$ cat src/hw/rtl/assert_macros.svh
// Assertion macros used by the top level of the magnet debounce block.
// Depends on nothing; define ASSERT_OFF to compile the checks away.
`ifndef ASSERT_MACROS_SVH
`define ASSERT_MACROS_SVH

`ifndef ASSERT_OFF
// Whenever the antecedent holds, the consequent must hold in the same cycle.
`define ASSERT_IMPLIES(label, clk, rst, ante, cons) \
  label: assert property (@(posedge clk) disable iff (rst) (ante) |-> (cons)) \
    else $error("assertion failed: implication");
// Whenever the antecedent holds, the consequent must hold in the next cycle.
`define ASSERT_NEXT(label, clk, rst, ante, cons) \
  label: assert property (@(posedge clk) disable iff (rst) (ante) |=> (cons)) \
    else $error("assertion failed: next-cycle implication");
// The expression must never be true.
`define ASSERT_NEVER(label, clk, rst, expr) \
  label: assert property (@(posedge clk) disable iff (rst) !(expr)) \
    else $error("assertion failed: forbidden condition");
`else
`define ASSERT_IMPLIES(label, clk, rst, ante, cons)
`define ASSERT_NEXT(label, clk, rst, ante, cons)
`define ASSERT_NEVER(label, clk, rst, expr)
`endif

`endif

$ cat src/hw/rtl/mdda_pkg.sv
// Package for the magnet debounce / double activation block.
// Holds register indexes, reset values, widths, the configuration struct and the flags struct.
package mdda_pkg;

  // Width of the configuration index; indexes past the last register are ignored.
  localparam int CFG_IDX_W = 4;
  localparam int CFG_DATA_W = 16;
  localparam int TICK_W = 16;
  localparam int DEFAULT_COUNT_WIDTH = 16;

  // Register reset values.
  localparam logic              RST_ACTIVE_LEVEL = 1'b1;
  localparam logic [TICK_W-1:0] RST_DEBOUNCE     = 16'd1000;
  localparam logic [TICK_W-1:0] RST_MIN_INTERVAL = 16'd500;
  localparam logic [TICK_W-1:0] RST_TIMEOUT      = 16'd3000;

  // Register indexes.
  typedef enum logic [CFG_IDX_W-1:0] {
    CFG_ACTIVE_LEVEL = 4'd0,
    CFG_DEBOUNCE     = 4'd1,
    CFG_MIN_INTERVAL = 4'd2,
    CFG_TIMEOUT      = 4'd3
  } cfg_index_t;

  // Current configuration as seen by the datapath.
  typedef struct packed {
    logic              active_level;
    logic [TICK_W-1:0] debounce_ticks;
    logic [TICK_W-1:0] min_interval_ticks;
    logic [TICK_W-1:0] timeout_ticks;
  } cfg_t;

  // Result flags of one tick.
  typedef struct packed {
    logic present;
    logic double_active;
    logic single_active;
  } flags_t;

endpackage

$ cat src/hw/rtl/mdda_cfg_regs.sv
// Configuration register file of the magnet debounce block.
// Depends on mdda_pkg for register indexes, reset values and cfg_t.
module mdda_cfg_regs import mdda_pkg::*; (
  input  logic                  clk,
  input  logic                  rst,
  input  logic                  wr_en,
  input  logic [CFG_IDX_W-1:0]  wr_index,
  input  logic [CFG_DATA_W-1:0] wr_data,
  output cfg_t                  cfg
);

  // Decode the index on each write transfer; unknown indexes leave all registers alone.
  always_ff @(posedge clk) begin
    if (rst) begin
      cfg.active_level       <= RST_ACTIVE_LEVEL;
      cfg.debounce_ticks     <= RST_DEBOUNCE;
      cfg.min_interval_ticks <= RST_MIN_INTERVAL;
      cfg.timeout_ticks      <= RST_TIMEOUT;
    end else if (wr_en) begin
      unique case (cfg_index_t'(wr_index))
        CFG_ACTIVE_LEVEL: cfg.active_level       <= wr_data[0];
        CFG_DEBOUNCE:     cfg.debounce_ticks     <= wr_data[TICK_W-1:0];
        CFG_MIN_INTERVAL: cfg.min_interval_ticks <= wr_data[TICK_W-1:0];
        CFG_TIMEOUT:      cfg.timeout_ticks      <= wr_data[TICK_W-1:0];
        default: ;
      endcase
    end
  end

endmodule

$ cat src/hw/rtl/mdda_core.sv
// Debounce and activation state of the magnet block, updated once per tick.
// Depends on mdda_pkg for cfg_t and flags_t.
module mdda_core import mdda_pkg::*; #(
  parameter int COUNT_WIDTH = DEFAULT_COUNT_WIDTH
) (
  input  logic   clk,
  input  logic   rst,
  input  logic   step,
  input  logic   pin_level,
  input  cfg_t   cfg,
  output flags_t flags_next
);

  // Compare width covers both the counters and the 16-bit thresholds.
  localparam int CMP_W = (COUNT_WIDTH > TICK_W) ? COUNT_WIDTH : TICK_W;
  localparam logic [COUNT_WIDTH-1:0] CNT_MAX = {COUNT_WIDTH{1'b1}};

  logic                   present, present_next;
  logic                   single_flag, single_next;
  logic                   double_flag, double_next;
  logic [COUNT_WIDTH-1:0] press_count, press_next;
  logic [COUNT_WIDTH-1:0] release_count, release_next;
  logic [COUNT_WIDTH-1:0] since_count, since_next;

  logic                   detected;
  logic [COUNT_WIDTH-1:0] press_inc, release_inc, since_reload;
  logic [CMP_W-1:0]       debounce_ext, min_ext, timeout_ext, since_ext;
  logic                   in_window;

  // Saturating increments, widened thresholds and the clamped timeout reload.
  always_comb begin
    detected     = (pin_level == cfg.active_level);
    press_inc    = (press_count == CNT_MAX) ? CNT_MAX : press_count + 1'b1;
    release_inc  = (release_count == CNT_MAX) ? CNT_MAX : release_count + 1'b1;
    debounce_ext = CMP_W'(cfg.debounce_ticks);
    min_ext      = CMP_W'(cfg.min_interval_ticks);
    timeout_ext  = CMP_W'(cfg.timeout_ticks);
    since_ext    = CMP_W'(since_count);
    in_window    = (since_ext > min_ext) && (since_ext < timeout_ext);
    since_reload = (timeout_ext > CMP_W'(CNT_MAX)) ? CNT_MAX
                                                   : timeout_ext[COUNT_WIDTH-1:0];
  end

  // Next state for one tick.
  always_comb begin
    present_next = present;
    single_next  = single_flag;
    double_next  = double_flag;
    press_next   = press_count;
    release_next = release_count;
    since_next   = since_count;

    if (detected && !present) begin
      // Presses accumulate; a bounce back does not clear the count.
      if (CMP_W'(press_inc) > debounce_ext) begin
        present_next = 1'b1;
        press_next   = '0;
        double_next  = in_window;
        single_next  = !in_window;
        since_next   = '0;
      end else begin
        press_next = press_inc;
      end
    end else if (!detected && present) begin
      if (CMP_W'(release_inc) > debounce_ext) begin
        present_next = 1'b0;
        release_next = '0;
      end else begin
        release_next = release_inc;
      end
    end

    // Ticks since last single activation; at CNT_MAX reloads the timeout clamped to CNT_MAX.
    if (single_next) begin
      since_next = (since_next == CNT_MAX) ? since_reload : since_next + 1'b1;
    end
  end

  // State registers advance on each tick transfer into the result stage.
  always_ff @(posedge clk) begin
    if (rst) begin
      present       <= 1'b0;
      single_flag   <= 1'b0;
      double_flag   <= 1'b0;
      press_count   <= '0;
      release_count <= '0;
      since_count   <= '0;
    end else if (step) begin
      present       <= present_next;
      single_flag   <= single_next;
      double_flag   <= double_next;
      press_count   <= press_next;
      release_count <= release_next;
      since_count   <= since_next;
    end
  end

  assign flags_next.present       = present_next;
  assign flags_next.double_active = double_next;
  assign flags_next.single_active = single_next;

endmodule

$ cat src/hw/rtl/magnet_debounce_double_activation.sv
// Top level of the magnet debounce / double activation block.
// Depends on mdda_pkg, mdda_cfg_regs, mdda_core and assert_macros.svh.
//
// Usage:
//   Each input transfer on in_valid/in_ready carries one raw pin sample
//   (pin_level), one tick. Each tick yields exactly one result transfer on
//   out_valid/out_ready with the debounced present flag and the double and
//   single activation flags as they stand after that tick.
//   Configuration is written through cfg_valid/cfg_ready with cfg_index and
//   cfg_data; cfg_ready is always high. Index 0 is the active pin level,
//   1 the debounce count, 2 the minimum interval and 3 the timeout; other
//   indexes are ignored. Write only while no tick is in flight.
//   An accepted sample is held in the input register; when it moves on, the
//   counter state updates and the result register loads in the same cycle.
//   Throughput: one tick per cycle while the receiver takes results, with
//   the counter update between the input register and the result register.
//   Reset clears all debounce state and loads the default configuration.
//   When the receiver stalls, the result register holds and the input
//   register fills; in_ready drops only when both are occupied.
`include "assert_macros.svh"

module magnet_debounce_double_activation import mdda_pkg::*; #(
  parameter int COUNT_WIDTH = DEFAULT_COUNT_WIDTH
) (
  input  logic                  clk,
  input  logic                  rst,
  input  logic                  in_valid,
  output logic                  in_ready,
  input  logic                  pin_level,
  output logic                  out_valid,
  input  logic                  out_ready,
  output logic                  present,
  output logic                  double_active,
  output logic                  single_active,
  input  logic                  cfg_valid,
  output logic                  cfg_ready,
  input  logic [CFG_IDX_W-1:0]  cfg_index,
  input  logic [CFG_DATA_W-1:0] cfg_data
);

  cfg_t   cfg;
  flags_t flags_next;
  logic   in_full;
  logic   in_pin;
  logic   step;

  assign cfg_ready = 1'b1;

  mdda_cfg_regs u_cfg (
    .clk      (clk),
    .rst      (rst),
    .wr_en    (cfg_valid && cfg_ready),
    .wr_index (cfg_index),
    .wr_data  (cfg_data),
    .cfg      (cfg)
  );

  // A tick moves into the result stage when that stage is empty or being drained.
  assign step     = in_full && (!out_valid || out_ready);
  assign in_ready = !in_full || step;

  // Input register.
  always_ff @(posedge clk) begin
    if (rst) begin
      in_full <= 1'b0;
    end else if (in_ready) begin
      in_full <= in_valid;
    end
  end

  always_ff @(posedge clk) begin
    if (in_valid && in_ready) begin
      in_pin <= pin_level;
    end
  end

  mdda_core #(
    .COUNT_WIDTH (COUNT_WIDTH)
  ) u_core (
    .clk        (clk),
    .rst        (rst),
    .step       (step),
    .pin_level  (in_pin),
    .cfg        (cfg),
    .flags_next (flags_next)
  );

  // Result register.
  always_ff @(posedge clk) begin
    if (rst) begin
      out_valid <= 1'b0;
    end else if (step) begin
      out_valid <= 1'b1;
    end else if (out_ready) begin
      out_valid <= 1'b0;
    end
  end

  always_ff @(posedge clk) begin
    if (step) begin
      present       <= flags_next.present;
      double_active <= flags_next.double_active;
      single_active <= flags_next.single_active;
    end
  end

  // A press is either single or double, never both.
  `ASSERT_NEVER(a_flags_exclusive, clk, rst, out_valid && double_active && single_active)
  // An empty result stage never holds back the input side.
  `ASSERT_IMPLIES(a_ready_when_empty, clk, rst, !out_valid, in_ready)
  // A buffered tick always reaches an empty result stage at the next edge.
  `ASSERT_NEXT(a_tick_advances, clk, rst, in_full && !out_valid, out_valid)

endmodule

$ cat config.mk
export PLATFORM = sky130hd
export DESIGN_NAME = magnet_debounce_double_activation
export DESIGN_NICKNAME = d
export VERILOG_FILES = /design/src/hw/rtl/mdda_pkg.sv /design/src/hw/rtl/mdda_cfg_regs.sv /design/src/hw/rtl/mdda_core.sv /design/src/hw/rtl/magnet_debounce_double_activation.sv
export VERILOG_INCLUDE_DIRS = /design/src /design/src/hw/rtl
export SDC_FILE = /design/constraint.sdc
export NUM_CORES = 1
export LEC_CHECK = 0
export ABC_AREA = 1
export BUFFER_PORTS_ARGS = -buffer_cell sky130_fd_sc_hd__buf_2
export CAP_MARGIN = 20
export CORE_MARGIN = 2
export CORE_UTILIZATION = 55
export DETAILED_ROUTE_END_ITERATION = 16
export PLACE_DENSITY_LB_ADDON = 0.2
export SETUP_SLACK_MARGIN = 0.1
export SKIP_CTS_REPAIR_TIMING = 1
export SYNTH_ARGS = -nofsm -noshare
export SYNTH_HDL_FRONTEND = slang
export SYNTH_SLANG_ARGS = --single-unit
export TNS_END_PERCENT = 30
$ cat constraint.sdc
create_clock -name clk -period 6.7 [get_ports clk]
set_input_delay 0.67 -clock clk [delete_from_list [all_inputs] [get_ports clk]]
set_output_delay 0.67 -clock clk [all_outputs]
set_load 0.1 [all_outputs]
==> results.py <==
metrics = {
    "yosys": {
        "avgSynthCellArea_um2": 7.12,
        "synth_compound_area_share_pct": 18.2,
        "synth_top_family_by_area": "simple AND/OR/NAND/NOR gates",
        "yosysSeqAreaShare_pct": 32.1,
        "synth_fa_ha_area_share_pct": 12.4,
        "synth_area_um2": 6740,
        "ys.flop_type": "dfxtp_1",
        "synth_cell_type_count": 50,
        "synth_edf_count": 4,
        "synthSimpleGateAreaFrac_pct": 26.1,
        "synthMuxAreaShare_pct": 0,
        "yosys_warnings": 0,
        "synth_xor_area_share_pct": 1.82,
        "synth_fp_nets": 1039,
        "synthCells": 946,
        "ys_ff_latch": 106,
        "async_reset_ff_share_pct": 0,
    },
    "clock_network": {
        "cts_made_buffers": 9,
        "clockRootBuffer": "clkbuf_16",
        "htreeDepth": 3,
        "clk_path_buf_depth": 2,
        "clk_pin_slew_ns": 0.07,
        "tritoncts_num_sinks": 106,
        "clk-insertion-delay-late_ns": 0.36,
        "cts_tree": "built",
    },
    "flow_run": {
        "maxCapViolations": 0,
    },
    "critical_path": {
        "cp_slowest_cell": "dfxtp_1",
        "crit_top_cell": "nand2_1",
        "cp-end-kind": "register",
        "cp_max_fo": 34,
        "max_stage_delay_ns": 0.42,
        "crit_type": "register to register",
        "critPathLaunchType": "register",
        "reg2regPathDepth": 27,
        "arrival_ns": 4.83,
        "worst-endpoint-required_ns": 6.99,
    },
    "pwr": {
        "power.net_switching_mw": 0.307,
        "p_seq_share_pct": 49.4,
        "max-vdd-ir-drop_mv": 0.110,
        "internal_power_mw": 1.00,
        "p_comb_share_pct": 6.4,
        "leakagePower_nw": 3.21,
        "power_density_nw_per_um2": 180,
        "clock_power_share_pct": 44.1,
        "switching_share_pct": 23.4,
    },
    "die": {
        "rows": 40,
        "coreArea_um2": 12000,
        "die_area_um2": 13100,
        "die_y_um": 115,
        "initial_core_util_pct": 56.3,
        "dieWidth_um": 115,
        "pin_count": 32,
    },
    "global_route": {
        "grt_pass1_wl_um": 26600,
        "grt_use_total_pct": 25.5,
        "grt_overflow": 0,
        "grt_pass1_vias": 5390,
        "antenna_found_initial": 0,
        "grt_max_degree": 68,
    },
    "cells_and_area": {
        "final_util_pct": 60.8,
        "fin_nets": 1057,
        "drive_gt1_share_pct": 10.3,
        "n_antenna_cell": 0,
        "area_delta_synth_final_pct": 7.95,
    },
    "sta": {
        "hold_viol": 0,
        "setup_tns_ns": 0,
        "period_minus_slack_ns": 4.55,
        "rsz0062_at_grt": "false",
        "slew_headroom_pct": 38.6,
        "setup_violations": 0,
        "skew_ns": 0.00696,
        "fmax_mhz": 220,
        "drv_slew": 0,
        "min_period_over_period_pct": 67.9,
        "worst_pin_slew_ns": 0.920,
    },
    "routing": {
        "drtIter0Drc": 401,
        "antenna_left": 0,
        "first_pass_iters": 5,
        "drc": 0,
        "vias_per_cell": 5.45,
        "wirelength_um": 15900,
        "num_vias": 6087,
        "wl_per_cell_um": 14.2,
    },
    "place": {
        "hpwl_um": 11500,
        "gp_congestion": 0.891,
        "numPortBuffers": 30,
    },
    "hold_path": {
        "hp-class": "register to register",
        "whs_path_depth": 2,
    },
    "run_status": {
        "status": "complete, no violations",
    },
}
[registers in the layout, indices dropped and copies added (netlist names)]
register              flops
double_active             1
present                   1
u_core.present            1
in_full                   1
u_core.press_count       16
u_core.single_flag        1
in_pin                    1
u_cfg.cfg                49
u_core.double_flag        1
single_active             1
u_core.release_count     16
u_core.since_count       16
out_valid                 1
[power by group through the flow]
stage                     Clock (mW)  Combinational [mW]  Sequential, mW
after detailed placement           0              0.0828           0.662
after floorplan                    0              0.0479           0.670
after CTS                      0.588              0.0836           0.648
after global routing           0.619              0.0933           0.648
after global placement             0              0.0823           0.662
final                          0.578              0.0839           0.648
[synth_stat cells (3+ instances only)]
master      n  share of area, %
nand2_1   210                12
a21oi_1   128               9.5
inv_1     116               6.5
dfxtp_1   102                30
o21ai_0    68               5.1
ha_1       67                12
nand3_1    54               4.0
nor2_1     45               2.5
clkbuf_1   18               1.0
nand4_1    14               1.3
nand2_2     8              0.74
nor3_1      8              0.59
o21ai_1     8              0.59
xnor2_1     8               1.0
nor2_2      7              0.65
inv_2       6              0.33
nand3_2     6              0.89
o211ai_1    6              0.67
xor2_1      6              0.78
a31oi_1     5              0.46
nand3b_1    5              0.56
edfxtp_1    4               1.8
nor2_4      4              0.67
or2_2       4              0.37
a21oi_2     3              0.39
buf_2       3              0.22
buf_6       3              0.50
nor3_2      3              0.45
[cells in the final DEF (no fill, tap or decap), types with 4 or more instances in the layout]
master,n
nand2_1,210
a21oi_1,128
inv_1,116
dfxtp_1,102
o21ai_0,68
ha_1,67
nand3_1,54
nor2_1,45
buf_2,30
nand4_1,14
clkbuf_16,9
nor3_1,8
xnor2_1,8
nand2_2,8
o21ai_1,8
nor2_2,7
nand3_2,6
inv_2,6
xor2_1,6
o211ai_1,6
nand3b_1,5
a31oi_1,5
buf_4,5
or2_2,4
nor2_4,4
edfxtp_1,4
[cells by family (layout without fill, tap and decap cells)]
logic type | count (synthesis) | count (layout)
AO/OA/AOI/OAI | 230 | 230
other | 1 | 1
XOR/XNOR | 14 | 14
adder cells (fa/ha/maj) | 67 | 67
AND/OR/NAND/NOR | 376 | 376
buffers and inverters | 152 | 175
flip-flops | 106 | 106
[critical path: cells and delay by family (launching register included)]
kind	cells	cell delay, ns
simple gates	16	2.35
fa+ha+maj	3	0.74
compound gates	6	0.77
buf+inv	2	0.17
flops	1	0.42
[area by class of cell]
cell class / instances / area, um^2
Multi-Input combinational cell: 688 / 3950
Inverter: 124 / 467
Clock buffer: 11 / 243
Sequential cell: 106 / 2160
Timing Repair Buffer: 35 / 188
Clock inverter: 5 / 76.3
Fill cell: 1149 / 4690
Tap cell: 147 / 184
[layer usage]
metal	wire length, um	share of wire, %	vias to the layer above	track usage, %
met5	0	0	-	0
met1	8080	51	2723	37.3
met4	292	1.8	0	9.02
met2	6630	42	156	38.1
li1	-	-	3185	-
met3	877	5.5	23	3.81
[worst paths after layout]
check,start,endpoint,slack [ns]
worst max-delay path,u_core.press_count[0],u_core.since_count[13],2.15
worst max register to register,u_core.press_count[0],u_core.since_count[13],2.15
worst min-delay path,u_cfg.cfg[19],u_cfg.cfg[19],0.46
worst min register to register,u_cfg.cfg[19],u_cfg.cfg[19],0.46
[per-stage QoR]
stage               hold slack, ns  setup WS, ns  instances  total power, mW  instance area, um^2
CTS                          0.468          2.18       1116             1.32                 7270
detailed placement           0.457          2.24       1100            0.745                 6950
finish                       0.463          2.15       1116             1.31                 7270
global route                 0.469          1.61       1116             1.36                 7270
global placement             0.450          2.38       1100            0.744                 6950
floorplan                    0.435          2.66        946            0.718                 6740
Power figures use the tool's default switching activity.
